===== src/sv/pss_pkg.sv =====
// pfair slot scheduler package: widths, request/result structs, codes
// controller states, datapath operations and the status/command structs
// no dependencies
package pss_pkg;

  localparam int TASK_DEPTH = 32;
  localparam int TASK_W     = 5;
  localparam int TASK_CW    = 6;
  localparam int PROC_NUM   = 16;
  localparam int PROC_W     = 4;
  localparam int PROC_CW    = 5;
  localparam int PER_W      = 16;
  localparam int TIME_W     = 32;
  localparam int X_W        = TIME_W + 1;
  localparam int PROD_W     = X_W + PER_W;
  localparam int MOD_CW     = $clog2(PROD_W + 1);
  localparam int PRM_W      = 2 * PER_W;
  localparam int CFG_IDX_W  = 1;
  localparam int CFG_DATA_W = 6;

  localparam logic [CFG_IDX_W-1:0] CFG_PROC = 1'd0;
  localparam logic [CFG_IDX_W-1:0] CFG_TASK = 1'd1;

  localparam logic MODE_LOAD = 1'b0;
  localparam logic MODE_TICK = 1'b1;

  typedef struct packed {
    logic              mode;
    logic [TASK_W-1:0] task_index;
    logic [PER_W-1:0]  period;
    logic [PER_W-1:0]  exec_time;
  } pss_req_t;

  typedef struct packed {
    logic [PROC_W-1:0] processor;
    logic [TASK_W-1:0] task_res;
    logic              idle;
    logic              urgent_overflow;
    logic              last;
  } pss_rsp_t;

  typedef enum logic [4:0] {
    S_IDLE,
    S_CL_CHK,
    S_CL_RD,
    S_CL_MTE,
    S_CL_MCP,
    S_CL_LAG,
    S_CL_MOD,
    S_SO_PASS,
    S_SO_CUR,
    S_SO_STEP,
    S_SO_NXT,
    S_CP_RDA,
    S_CP_RDB,
    S_CP_CONST,
    S_CP_SA,
    S_CP_MODA,
    S_CP_SB,
    S_CP_MODB,
    S_CP_WALK,
    S_SO_WR,
    S_PL_CHK,
    S_PL_RD,
    S_PL_ALC,
    S_EM,
    S_FIN
  } ctrl_state_e;

  typedef enum logic [4:0] {
    OP_NONE,
    OP_LOAD,
    OP_TICK,
    OP_CL_RD,
    OP_CL_LAT,
    OP_CL_MTE,
    OP_CL_MCP,
    OP_CL_LAG,
    OP_CL_CLS,
    OP_SO_INIT,
    OP_SO_RD0,
    OP_SO_CUR,
    OP_SO_END,
    OP_SO_RDN,
    OP_SO_NXT,
    OP_CP_RDA,
    OP_CP_RDB,
    OP_CP_IDX,
    OP_CP_MA,
    OP_CP_SA,
    OP_CP_RA,
    OP_CP_SB,
    OP_CP_RB,
    OP_CP_WALK,
    OP_SO_WR,
    OP_PL_INIT,
    OP_PL_RD,
    OP_PL_LAT,
    OP_PL_ALC,
    OP_EM_INIT,
    OP_EM_NEXT,
    OP_FIN
  } dp_op_e;

  typedef struct packed {
    dp_op_e op;
  } pss_cmd_t;

  typedef struct packed {
    logic i_end;
    logic so_more;
    logic step_more;
    logic cp_const;
    logic mod_busy;
    logic walk_dec;
    logic pl_more;
    logic m_zero;
    logic em_last;
  } pss_sts_t;

endpackage


===== src/sv/pss_ctrl.sv =====
// controller state machine for the slot scheduler
// depends on pss_pkg; drives pss_dp through the command struct
module pss_ctrl
  import pss_pkg::*;
(
  input  logic     clk_i,
  input  logic     rst_ni,
  input  logic     req_valid_i,
  input  logic     req_mode_i,
  output logic     req_stall_o,
  output logic     rsp_valid_o,
  input  logic     rsp_stall_i,
  input  pss_sts_t sts_i,
  output pss_cmd_t cmd_o
);

  ctrl_state_e state_q, state_d;

  always_ff @(posedge clk_i or negedge rst_ni) begin
    if (!rst_ni) begin
      state_q <= S_IDLE;
    end else begin
      state_q <= state_d;
    end
  end

  // next state
  always_comb begin
    state_d = state_q;
    unique case (state_q)
      S_IDLE: begin
        if (req_valid_i && req_mode_i == MODE_TICK) state_d = S_CL_CHK;
      end
      S_CL_CHK:  state_d = sts_i.i_end ? S_SO_PASS : S_CL_RD;
      S_CL_RD:   state_d = S_CL_MTE;
      S_CL_MTE:  state_d = S_CL_MCP;
      S_CL_MCP:  state_d = S_CL_LAG;
      S_CL_LAG:  state_d = S_CL_MOD;
      S_CL_MOD: begin
        if (!sts_i.mod_busy) state_d = S_CL_CHK;
      end
      S_SO_PASS: state_d = sts_i.so_more ? S_SO_CUR : S_PL_CHK;
      S_SO_CUR:  state_d = S_SO_STEP;
      S_SO_STEP: state_d = sts_i.step_more ? S_SO_NXT : S_SO_PASS;
      S_SO_NXT:  state_d = S_CP_RDA;
      S_CP_RDA:  state_d = S_CP_RDB;
      S_CP_RDB:  state_d = S_CP_CONST;
      S_CP_CONST: state_d = sts_i.cp_const ? S_SO_WR : S_CP_SA;
      S_CP_SA:   state_d = S_CP_MODA;
      S_CP_MODA: begin
        if (!sts_i.mod_busy) state_d = S_CP_SB;
      end
      S_CP_SB:   state_d = S_CP_MODB;
      S_CP_MODB: begin
        if (!sts_i.mod_busy) state_d = S_CP_WALK;
      end
      S_CP_WALK: begin
        if (sts_i.walk_dec) state_d = S_SO_WR;
      end
      S_SO_WR:   state_d = S_SO_STEP;
      S_PL_CHK: begin
        if (sts_i.pl_more) state_d = S_PL_RD;
        else state_d = sts_i.m_zero ? S_FIN : S_EM;
      end
      S_PL_RD:   state_d = S_PL_ALC;
      S_PL_ALC:  state_d = S_PL_CHK;
      S_EM: begin
        if (!rsp_stall_i && sts_i.em_last) state_d = S_FIN;
      end
      S_FIN:     state_d = S_IDLE;
      default:   state_d = S_IDLE;
    endcase
  end

  // outputs
  always_comb begin
    cmd_o.op    = OP_NONE;
    req_stall_o = 1'b1;
    rsp_valid_o = 1'b0;
    unique case (state_q)
      S_IDLE: begin
        req_stall_o = 1'b0;
        if (req_valid_i) cmd_o.op = (req_mode_i == MODE_TICK) ? OP_TICK : OP_LOAD;
      end
      S_CL_CHK:  cmd_o.op = sts_i.i_end ? OP_SO_INIT : OP_CL_RD;
      S_CL_RD:   cmd_o.op = OP_CL_LAT;
      S_CL_MTE:  cmd_o.op = OP_CL_MTE;
      S_CL_MCP:  cmd_o.op = OP_CL_MCP;
      S_CL_LAG:  cmd_o.op = OP_CL_LAG;
      S_CL_MOD: begin
        if (!sts_i.mod_busy) cmd_o.op = OP_CL_CLS;
      end
      S_SO_PASS: cmd_o.op = sts_i.so_more ? OP_SO_RD0 : OP_PL_INIT;
      S_SO_CUR:  cmd_o.op = OP_SO_CUR;
      S_SO_STEP: cmd_o.op = sts_i.step_more ? OP_SO_RDN : OP_SO_END;
      S_SO_NXT:  cmd_o.op = OP_SO_NXT;
      S_CP_RDA:  cmd_o.op = OP_CP_RDA;
      S_CP_RDB:  cmd_o.op = OP_CP_RDB;
      S_CP_CONST: cmd_o.op = sts_i.cp_const ? OP_CP_IDX : OP_CP_MA;
      S_CP_SA:   cmd_o.op = OP_CP_SA;
      S_CP_MODA: begin
        if (!sts_i.mod_busy) cmd_o.op = OP_CP_RA;
      end
      S_CP_SB:   cmd_o.op = OP_CP_SB;
      S_CP_MODB: begin
        if (!sts_i.mod_busy) cmd_o.op = OP_CP_RB;
      end
      S_CP_WALK: cmd_o.op = OP_CP_WALK;
      S_SO_WR:   cmd_o.op = OP_SO_WR;
      S_PL_CHK:  cmd_o.op = sts_i.pl_more ? OP_PL_RD : OP_EM_INIT;
      S_PL_RD:   cmd_o.op = OP_PL_LAT;
      S_PL_ALC:  cmd_o.op = OP_PL_ALC;
      S_EM: begin
        rsp_valid_o = 1'b1;
        if (!rsp_stall_i) cmd_o.op = OP_EM_NEXT;
      end
      S_FIN:     cmd_o.op = OP_FIN;
      default:   cmd_o.op = OP_NONE;
    endcase
  end

endmodule


===== config.mk =====
export PLATFORM = sky130hd
export DESIGN_NAME = pss_ctrl
export DESIGN_NICKNAME = d
export VERILOG_FILES = /design/src/sv/pss_pkg.sv /design/src/sv/pss_ctrl.sv
export SDC_FILE = /design/constraint.sdc
export NUM_CORES = 1
export LEC_CHECK = 0
export BUFFER_PORTS_ARGS = -buffer_cell sky130_fd_sc_hd__buf_2
export CORE_UTILIZATION = 40
export DETAILED_ROUTE_END_ITERATION = 12
export PLACE_DENSITY_LB_ADDON = 0.2
export SLEW_MARGIN = 20
export SYNTH_ARGS = -nofsm -noshare
export SYNTH_HDL_FRONTEND = slang
export SYNTH_SLANG_ARGS = --single-unit

===== constraint.sdc =====
create_clock -name clk_i -period 1.5 [get_ports clk_i]
set_input_delay 0 -clock clk_i [delete_from_list [all_inputs] [get_ports clk_i]]
set_output_delay 0 -clock clk_i [all_outputs]
set_load 0.005 [all_outputs]

==> report_table.html <==
<table>
<tr><th>Metric</th><th>Value</th></tr>
<tr><th colspan="2">Power</th></tr>
<tr><td>Tot Pwr</td><td>0.004477 W</td></tr>
<tr><td>Cell leakage power</td><td>~0.81 nW</td></tr>
<tr><td>Worst vdd rail ir drop</td><td>roughly 0.0014 V</td></tr>
<tr><td>Power density relative to cell area</td><td>2464 mW/mm²</td></tr>
<tr><th colspan="2">Logic synthesis</th></tr>
<tr><td>Number of enable flip-flop cells after synthesis</td><td>0</td></tr>
<tr><td>Distinct cell type count of the synthesized netlist</td><td>52</td></tr>
<tr><td>Synthesized-area fraction occupied by and/or/nand/nor cells</td><td>0.2989</td></tr>
<tr><td>Count of warnings emitted by yosys</td><td>0</td></tr>
<tr><td>Commonest cells in the synthesized netlist</td><td>sky130_fd_sc_hd__o21ai_0, sky130_fd_sc_hd__a21oi_1, sky130_fd_sc_hd__nand2_1, sky130_fd_sc_hd__nor2_1, sky130_fd_sc_hd__buf_2</td></tr>
<tr><td>Synthesized area per cell</td><td>6.789 µm²</td></tr>
<tr><td>Fraction of post-synthesis cell area in the top cell type by area</td><td>0.1245</td></tr>
<tr><td>Net count after synthesis</td><td>162</td></tr>
<tr><td>Ranking of synthesized cells by area</td><td>sky130_fd_sc_hd__dfrtp_1, sky130_fd_sc_hd__o21ai_0, sky130_fd_sc_hd__a21oi_1</td></tr>
<tr><td>Mapped Area</td><td>0.001005 mm²</td></tr>
<tr><td>Total of flip-flops plus latches after synthesis</td><td>5</td></tr>
<tr><td>Commonest register cell after synthesis</td><td>sky130_fd_sc_hd__dfrtp_1</td></tr>
<tr><td>Dominant combinational cell family by area after synthesis</td><td>compound AO/OA/AOI/OAI gates</td></tr>
<tr><td>Fraction of synthesis flops using an asynchronous set or reset pin</td><td>1.000</td></tr>
<tr><td>Post-synthesis mux area share</td><td>0.02491</td></tr>
<tr><td>Cell accounting for the most synthesized area</td><td>sky130_fd_sc_hd__dfrtp_1</td></tr>
<tr><td>Leading cell type by number of instances after synthesis</td><td>sky130_fd_sc_hd__o21ai_0</td></tr>
<tr><td>Share of the synthesized netlist area taken by xor and xnor gates</td><td>0.008717</td></tr>
<tr><td>Fraction of the yosys area taken by sequential cells</td><td>0.1245</td></tr>
<tr><td>Complex-gate fraction of the synthesized area</td><td>0.4309</td></tr>
<tr><td>Synthesized-area fraction occupied by adder cells</td><td>0</td></tr>
<tr><td>Gate count after technology mapping</td><td>~150</td></tr>
<tr><th colspan="2">Placement</th></tr>
<tr><td>Post-DP Area</td><td>roughly 0.0013 mm²</td></tr>
<tr><td>I/O Buffers</td><td>20</td></tr>
<tr><td>Cell count after placement</td><td>217</td></tr>
<tr><td>Detail Placement HPWL</td><td>2701 µm</td></tr>
<tr><td>Routability cong.</td><td>~0.95</td></tr>
<tr><th colspan="2">Clock tree</th></tr>
<tr><td>Clock Sink Count</td><td>5</td></tr>
<tr><td>Clk slew on worst S/H paths</td><td>0.06 ns</td></tr>
<tr><td>Worst-skew pair later-pin latency</td><td>around 0.26 ns</td></tr>
<tr><td>TritonCTS clock tree</td><td>yes</td></tr>
<tr><td>Clock buffers created by TritonCTS</td><td>3</td></tr>
<tr><td>H-Tree Depth</td><td>1</td></tr>
<tr><td>Clock tree root buffer cell</td><td>sky130_fd_sc_hd__clkbuf_4</td></tr>
<tr><td>Max Buffers Root-to-Sink</td><td>2</td></tr>
<tr><th colspan="2">Setup path</th></tr>
<tr><td>Worst reg-to-reg setup slack</td><td>-0.34 ns</td></tr>
<tr><td>Type of element capturing the critical path</td><td>output port</td></tr>
<tr><td>Biggest fanout along the worst timing path</td><td>9</td></tr>
<tr><td>Startpoint of the worst setup timing path</td><td>state_q[4]</td></tr>
<tr><td>Category of the worst setup path launch point</td><td>flop</td></tr>
<tr><td>Crit path arrival time</td><td>1.92 ns</td></tr>
<tr><td>Type of the worst setup path</td><td>flop to output port</td></tr>
<tr><td>Capturing point of the worst reg2reg path</td><td>state_q[1]</td></tr>
<tr><td>Number of cells traversed by the worst register-to-register path</td><td>4</td></tr>
<tr><td>Critical path endpoint</td><td>cmd_o[1]</td></tr>
<tr><td>Worst flop-to-flop path startpoint</td><td>state_q[3]</td></tr>
<tr><td>Required time of the critical path</td><td>1.50 ns</td></tr>
<tr><th colspan="2">Worst hold path</th></tr>
<tr><td>Class of the worst hold path</td><td>primary input to async pin</td></tr>
<tr><th colspan="2">Final layout</th></tr>
<tr><td>Final Net Count</td><td>233</td></tr>
<tr><td>Area added between synthesis and finish</td><td>80.82%</td></tr>
<tr><td>Registers with the most flip-flops</td><td>state_q: 5 flops</td></tr>
<tr><td>Largest register FFs</td><td>5</td></tr>
<tr><td>Number of diodes</td><td>0</td></tr>
<tr><td>Proportion of layout cells with a drive suffix above 1</td><td>0.5642</td></tr>
<tr><td>Post-layout instance area</td><td>0.001817 mm²</td></tr>
<tr><td>Post-route non-filler standard cell count</td><td>246</td></tr>
<tr><td>Top register by number of flip-flops</td><td>state_q</td></tr>
<tr><th colspan="2">Floorplan</th></tr>
<tr><td>IO Count</td><td>21</td></tr>
<tr><td>Initial core utilization</td><td>0.4374</td></tr>
<tr><td>DIE HEIGHT</td><td>52.12 µm</td></tr>
<tr><td>Area of the core region</td><td>0.002297 mm²</td></tr>
<tr><td>Die Area</td><td>between 0.002 and 0.003 mm²</td></tr>
<tr><td>Die boundary width</td><td>52.12 µm</td></tr>
<tr><td>Rows</td><td>17</td></tr>
<tr><th colspan="2">Global route</th></tr>
<tr><td>Global route overflow</td><td>0</td></tr>
<tr><td>Overall Global Routing Usage</td><td>0.3443</td></tr>
<tr><td>Maximum number of pins on one net before global-route repair</td><td>14</td></tr>
<tr><td>Wire length of the first global-routing pass</td><td>6817 µm</td></tr>
<tr><td>Vias in the first global route</td><td>1429</td></tr>
<tr><td>Antenna violations before repair</td><td>0</td></tr>
<tr><th colspan="2">Detailed routing</th></tr>
<tr><td>Average via count per standard cell</td><td>6.581</td></tr>
<tr><td>Number of routed nets with antenna violations</td><td>0</td></tr>
<tr><td>Sum of routed wire length over all layers</td><td>between 5000 and 6000 µm</td></tr>
<tr><td>Routed length per placed instance</td><td>20.62 µm</td></tr>
<tr><td>Total iterations of the first detailed-routing run</td><td>4</td></tr>
<tr><td>Residual DRC</td><td>0</td></tr>
<tr><td>Initial DRC count</td><td>93</td></tr>
<tr><td>Number of vias after detailed routing</td><td>1619</td></tr>
<tr><th colspan="2">Timing</th></tr>
<tr><td>Setup-failing EPs final</td><td>11</td></tr>
<tr><td>Measured slew at the worst slew-check pin</td><td>0.3760 ns</td></tr>
<tr><td>Unrepaired setup endpoints after global routing</td><td>true</td></tr>
<tr><td>Fin Hold WS</td><td>0.09801 ns</td></tr>
<tr><td>Number of hold violations in the final report</td><td>0</td></tr>
<tr><td>Post-layout worst setup margin</td><td>-0.4202 ns</td></tr>
<tr><td>Final critical-path share of the clock period</td><td>1.280</td></tr>
<tr><td>Slew Viols, Final</td><td>0</td></tr>
<tr><td>Min Clock Period, post-route</td><td>slightly below 2 ns</td></tr>
<tr><td>Setup Skew</td><td>between 0.005 and 0.006 ns</td></tr>
<tr><td>Tightest slew margin relative to the limit</td><td>0.7474</td></tr>
<tr><td>Top achievable clock speed</td><td>0.5208 GHz</td></tr>
<tr><th colspan="2">Flow run</th></tr>
<tr><td>Max-cap viol count</td><td>0</td></tr>
<tr><th colspan="2">Run status</th></tr>
<tr><td>Violations in the final reports</td><td>setup timing</td></tr>
<tr><td>Result of the run</td><td>finished, violations left</td></tr>
</table>
## worst max-delay path, cell delays in order, from the launching register on
cell and delay (ns):
sky130_fd_sc_hd__dfrtp_2 0.44, sky130_fd_sc_hd__buf_6 0.13, sky130_fd_sc_hd__buf_8 0.12, sky130_fd_sc_hd__inv_1 0.05
sky130_fd_sc_hd__or3_1 0.37, sky130_fd_sc_hd__o221a_2 0.13, sky130_fd_sc_hd__o211ai_1 0.24, sky130_fd_sc_hd__buf_2 0.19
## layer usage
layer / wire, µm / GRT usage / vias up
met4: 468 / 0.1667 / 0
met1: 1766 / 0.4035 / 724
li1: - / - / 710
met5: 0 / 0 / -
met2: 2338 / 0.5812 / 132
met3: 500 / 0.07895 / 53
## what timing repair did
item                                    in CTS  in global routing
pin swaps                                    8                 14
endpoints found under the setup margin      11                 11
buffers inserted                            16                  8
endpoints found under the hold margin        5                  0
gates cloned                                 1                  1
hold buffers                                 1                  0
gates resized for setup                     40                 31
## through the flow
step	setup TNS (ns)	util	worst slack (ns)
2_1_floorplan	-0.1659	-	-0.06547
3_5_place_dp	-1.466	0.5790	-0.2873
5_1_grt	-3.520	0.7909	-0.4547
4_1_cts	-1.729	0.7102	-0.2687
3_3_place_gp	-1.077	0.5790	-0.2378
6_report	-2.938	0.7909	-0.4202
## final cells by class
cell class	count	area (µm²)
Clock buffer	4	26.28
Fill cell	145	480.5
Tap cell	28	35.03
Timing Repair Buffer	81	626.9
Sequential cell	5	131.4
Multi-Input combinational cell	122	967.2
Inverter	6	30.03
## placed cells by master, fill, tap and decap left out, types with 3 or more instances in the layout
cell type | netlist | routed
sky130_fd_sc_hd__buf_4 | 2 | 41
sky130_fd_sc_hd__buf_2 | 9 | 22
sky130_fd_sc_hd__buf_6 | 2 | 15
sky130_fd_sc_hd__nand2_1 | 14 | 13
sky130_fd_sc_hd__a21oi_1 | 15 | 11
sky130_fd_sc_hd__o21ai_0 | 17 | 10
sky130_fd_sc_hd__nor2_1 | 11 | 9
sky130_fd_sc_hd__dfrtp_2 | 0 | 5
sky130_fd_sc_hd__a21oi_2 | 0 | 4
sky130_fd_sc_hd__o21ai_2 | 0 | 4
sky130_fd_sc_hd__o21ai_1 | 1 | 4
sky130_fd_sc_hd__inv_1 | 6 | 4
sky130_fd_sc_hd__a31oi_1 | 6 | 4
sky130_fd_sc_hd__o22ai_1 | 4 | 4
sky130_fd_sc_hd__nor2b_1 | 4 | 3
sky130_fd_sc_hd__o211ai_1 | 3 | 3
sky130_fd_sc_hd__o31ai_1 | 3 | 3
sky130_fd_sc_hd__clkbuf_4 | 0 | 3
## power by group
group | total, W | switching, W | internal, W
clock network | 0.000182 | 0.0000800 | 0.000102
registers | 0.000345 | 0.000131 | 0.000214
logic | 0.00395 | 0.00198 | 0.00197
## kinds of logic after synthesis
family,after synthesis
buf+inv,21
xor+xnor,1
flops,5
mux,2
simple gates,54
compound gates,65
## worst min path at each step
stage,startpoint,endpoint,depth (start not counted)
floorplan,rst_ni,state_q[0],0
CTS,rst_ni,state_q[1],2
global placement,rst_ni,state_q[1],1
detailed placement,rst_ni,state_q[4],1
finish,rst_ni,state_q[2],2
global route,rst_ni,state_q[2],2
No activity file was read; power rests on OpenSTA's default activity.
